==> config.mk <==
export PLATFORM = sky130hd
export DESIGN_NAME = sgdmf_upd
export DESIGN_NICKNAME = d
export VERILOG_FILES = /design/src/rtl/core/sgdmf_pkg.sv /design/src/rtl/core/sgdmf_upd.sv
export SDC_FILE = /design/constraint.sdc
export NUM_CORES = 2
export LEC_CHECK = 0
export BUFFER_PORTS_ARGS = -buffer_cell sky130_fd_sc_hd__buf_2
export CAP_MARGIN = 30
export CORE_AREA = 2 2 274 276
export DETAILED_ROUTE_END_ITERATION = 6
export DIE_AREA = 0 0 276 278
export MAX_ROUTING_LAYER = met4
export PLACE_DENSITY_LB_ADDON = 0.12
export RECOVER_POWER = 100
export SLEW_MARGIN = 20
export SYNTH_ARGS = -nofsm -noshare
export SYNTH_HDL_FRONTEND = slang
export SYNTH_SLANG_ARGS = --single-unit
==> constraint.sdc <==
create_clock -name clk -period 7.85 [get_ports clk]
set_clock_uncertainty 0.05 [all_clocks]
set_input_delay 0.785 -clock clk [delete_from_list [all_inputs] [get_ports clk]]
set_output_delay 0.785 -clock clk [all_outputs]
set_load 0.02 [all_outputs]
==> src/rtl/core/sgdmf_pkg.sv <==
// sgdmf_pkg: shared types, codes and saturation helper for the sgd factorization core
// depends on nothing; used by the channel interfaces and every core module
package sgdmf_pkg;

    localparam int ELEM_W    = 16;
    localparam int CSR_IDX_W = 2;
    localparam int ACC_W     = 56;

    typedef logic signed [ELEM_W-1:0] elem_t;

    localparam logic [2:0] OP_TRAIN   = 3'd0;
    localparam logic [2:0] OP_WR_USER = 3'd1;
    localparam logic [2:0] OP_WR_ITEM = 3'd2;
    localparam logic [2:0] OP_RD_USER = 3'd3;
    localparam logic [2:0] OP_RD_ITEM = 3'd4;

    localparam logic [CSR_IDX_W-1:0] REG_LEARN_RATE = 2'd0;
    localparam logic [CSR_IDX_W-1:0] REG_REG_LAMBDA = 2'd1;

    localparam logic [15:0] LEARN_RATE_RST = 16'd655;
    localparam logic [15:0] REG_LAMBDA_RST = 16'd1311;

    typedef struct packed {
        logic  flag;
        elem_t value;
    } sat_t;

    function automatic sat_t sat16(input logic signed [31:0] v);
        sat_t r;
        if (v > 32'sd32767)
        begin
            r.flag  = 1'b1;
            r.value = 16'sh7fff;
        end
        else if (v < -32'sd32768)
        begin
            r.flag  = 1'b1;
            r.value = 16'sh8000;
        end
        else
        begin
            r.flag  = 1'b0;
            r.value = v[15:0];
        end
        return r;
    endfunction

endpackage

==> src/rtl/core/sgdmf_upd.sv <==
// sgdmf_upd: two-stage element update, x*scale plus step*residual*y, rounded and clipped
// depends on sgdmf_pkg
module sgdmf_upd (
    input  logic               clk,
    input  sgdmf_pkg::elem_t   x,
    input  sgdmf_pkg::elem_t   y,
    input  logic [31:0]        sl,
    input  logic signed [32:0] sr,
    output sgdmf_pkg::elem_t   z,
    output logic               sat
);
    import sgdmf_pkg::*;

    logic signed [48:0]      p1_reg;
    logic signed [48:0]      p2_reg;
    elem_t                   x_reg;
    logic signed [ACC_W-1:0] acc;
    logic signed [23:0]      shifted;
    sat_t                    clip;
    sat_t                    out_reg;

    always_comb
    begin
        acc = {{(ACC_W-48){x_reg[15]}}, x_reg, 32'b0}
            - {{(ACC_W-49){p1_reg[48]}}, p1_reg}
            + {{(ACC_W-53){p2_reg[48]}}, p2_reg, 4'b0}
            + ACC_W'(64'h8000_0000);
        shifted = acc[ACC_W-1:32];
        clip    = sat16(32'(shifted));
    end

    always_ff @(posedge clk)
    begin
        p1_reg  <= x * $signed({1'b0, sl});
        p2_reg  <= sr * y;
        x_reg   <= x;
        out_reg <= clip;
    end

    assign z   = out_reg.value;
    assign sat = out_reg.flag;

endmodule

==> results.toml <==
[synthesis]
synth_top_cells_by_count = "inv_1, fa_1, nand2_1"
synth_warnings = 0
synthesis.area_sq_um = 40210
synth_cell_types = 65
synth-seq-cells = 131
avgSynthCellArea_sq_um = 8.944
synthFlopType = "dfxtp_1"
netlist.area_leader.share_pct = 46.75
synth_nets = 5880
synth-seq-area-share_pct = 6.522
synth_cells = 4496
yosysMostFrequentCell = "inv_1"
yosysTopAreaCell = "fa_1"
synth-edff-count = 0
async_flop_share_pct = 0
synth.area.top_cells = "fa_1, inv_1, ha_1, and2_1, dfxtp_1"

[floorplan]
ios = 115
dieArea_sq_um = 76730
die_height_um = 278
die_w_um = 276
start_util_pct = 54.47
core_sq_um = 73820
rows = 100

[routing]
drt_iter0_drc = 1539
num_vias = 28680
routed.top_layer = "met4"
drc_errors = 0
viasPerCell = 5.199
routedWlPerCell_um = 16.74
drtAntennaViolNets = 0
drt-pass1-iter-count = 7
dr_wl_met2_mm = 49.60
routed_wl_mm = 92.33
met1_length_mm = 37.18
route.met3.wl_mm = 3.010

[sta]
timing.final.crit_share_pct = 94.69
max-slew-margin-rel_pct = -2.496
period_minus_slack_ps = 7434
whs_ps = 763.9
finalSetupTns_ps = 0
setup_viol = 0
tightest_slew_ps = 1537
rsz0062_at_grt = "false"
fmax_mhz = 134.5
final_max_slew_viol_count = 34
hold_violations = 0

[clock_network]
postCtsHoldBufs = 0
clk_pin_slew_worst_paths_ps = 60
cts_resized = 0
numCtsBuffers = 17
cts_tree = "yes"
h-tree-depth = 4
root_buffer = "clkbuf_16"
clk_path_buf_depth = 2
clock_latency_ps = 440
post_cts_buffers = 0
cts.sinks = 131

[worst_setup_path]
crit_arrival_ps = 7700
cp_data_required_time_ps = 8110
worstSetupPathType = "input port to register"
critPathCaptureType = "register"
setup.worst_path.start_class = "input port"
crit_fanout = 16

[placed_design]
dp.cells = 5483
globalplace.congestion = 0.8871
dp_hpwl_mm = 77.27
port-buffer-count = 114

[global_routing]
grt_max_degree = 34
grt_antenna_before_repair = 2
grt-ovfl-total = 0
grt_pass1_wl_mm = 156.9
grt_pass1_vias = 31210
track_usage_pct = 26.42

[flow_run]
cap_violations = 1

[finish]
final.fill_count = 6935
drive_gt1_share_pct = 4.443
multi_input_area_sq_um = 32540
fin_cells = 5516
register_area_sq_um = 2623
area_delta_synth_final_pct = 5.473
final_nets = 5917

[status]
violations = "max-capacitance violations, max-slew violations"
status = "finished with violations"

[worst_hold_path]
hp-class = "input port to register"
==> worst paths after layout <==
kind / startpoint / endpoint / slack, ps / cells past startpoint
worst min-delay path: sr[0] / p2_reg[0]$_DFF_P_ / 760 / 2
worst min register to register: x_reg[13]$_DFF_P_ / z[13]$_SDFF_PN1_ / 1110 / 6
worst max register to register: p2_reg[28]$_DFF_P_ / z[4]$_SDFF_PN1_ / 3000 / 15
worst max-delay path: x[12] / p1_reg[43]$_DFF_P_ / 420 / 24
==> per-stage QoR <==
| step | util (%) | instance area, sq um | worst slack, ps |
|---|---|---|---|
| floorplan | - | 40210 | 828.1 |
| global placement | 56.78 | 41920 | 221.5 |
| detailed placement | 56.78 | 41920 | 153.8 |
| CTS | 57.56 | 42490 | 585.5 |
| global route | 57.45 | 42410 | 116.1 |
| finish | 57.45 | 42410 | 416.5 |
==> cell type report <==
type | count | share of cell area (%)
Multi-Input combinational cell | 3025 | 76.71
Clock inverter | 15 | 0.3481
Clock buffer | 17 | 1.003
Tap cell | 969 | 2.859
Antenna cell | 1 | 0.005900
Timing Repair Buffer | 185 | 2.510
Sequential cell | 131 | 6.183
Inverter | 1173 | 10.38
==> cell families after synthesis <==
logic type	after synthesis	synth area share (%)
AOI/OAI and AO/OA	355	5.679
adders and majority gates	1286	57.54
buffers and inverters	1340	12.53
xor gates and xnor gates	114	2.483
DFF	131	6.522
and+or+nand+nor	1266	15.14
muxes	4	0.1027
==> metal layers <==
| layer | GRT usage (%) | vias up |
|---|---|---|
| met5 | - | - |
| met4 | 6.978 | 0 |
| met2 | 47.80 | 569 |
| met3 | 2.267 | 151 |
| li1 | - | 13160 |
| met1 | 31.84 | 14800 |
==> layout by cell type (no fill, tap or decap), types with 14 or more instances in the layout <==
master and n:
inv_1 1172, fa_1 939, nand2_1 611, and2_1 407, ha_1 347, dfxtp_1 131
a21oi_1 114, nor2_1 110, buf_2 90, xnor2_1 82, a21o_1 79, o21ai_0 66
buf_4 57, clkbuf_1 33, xor2_1 32, nand2b_1 29, nand3_1 21, nor2b_1 17
clkbuf_16 17, and2_0 16, and3_1 16, o21bai_1 14, o21a_1 14
==> worst max-delay path, stage by stage <==
cell      delay, ps
clkbuf_1        740
nand2_1         170
fa_1            520
inv_1            80
fa_1            550
fa_1            420
fa_1            460
fa_1            510
inv_1            60
fa_1            480
inv_1            40
ha_1            280
a21o_1          110
a21o_1          100
a21o_1          120
a21o_1          110
a21oi_1          60
o21a_1          200
o31ai_1         470
or3b_2          530
a31oi_1         350
a21o_1          250
a31oi_1         120
xnor2_1         150
Power is not shown: default switching activity piles up to over one toggle a cycle in this logic, so the estimate is an artifact.
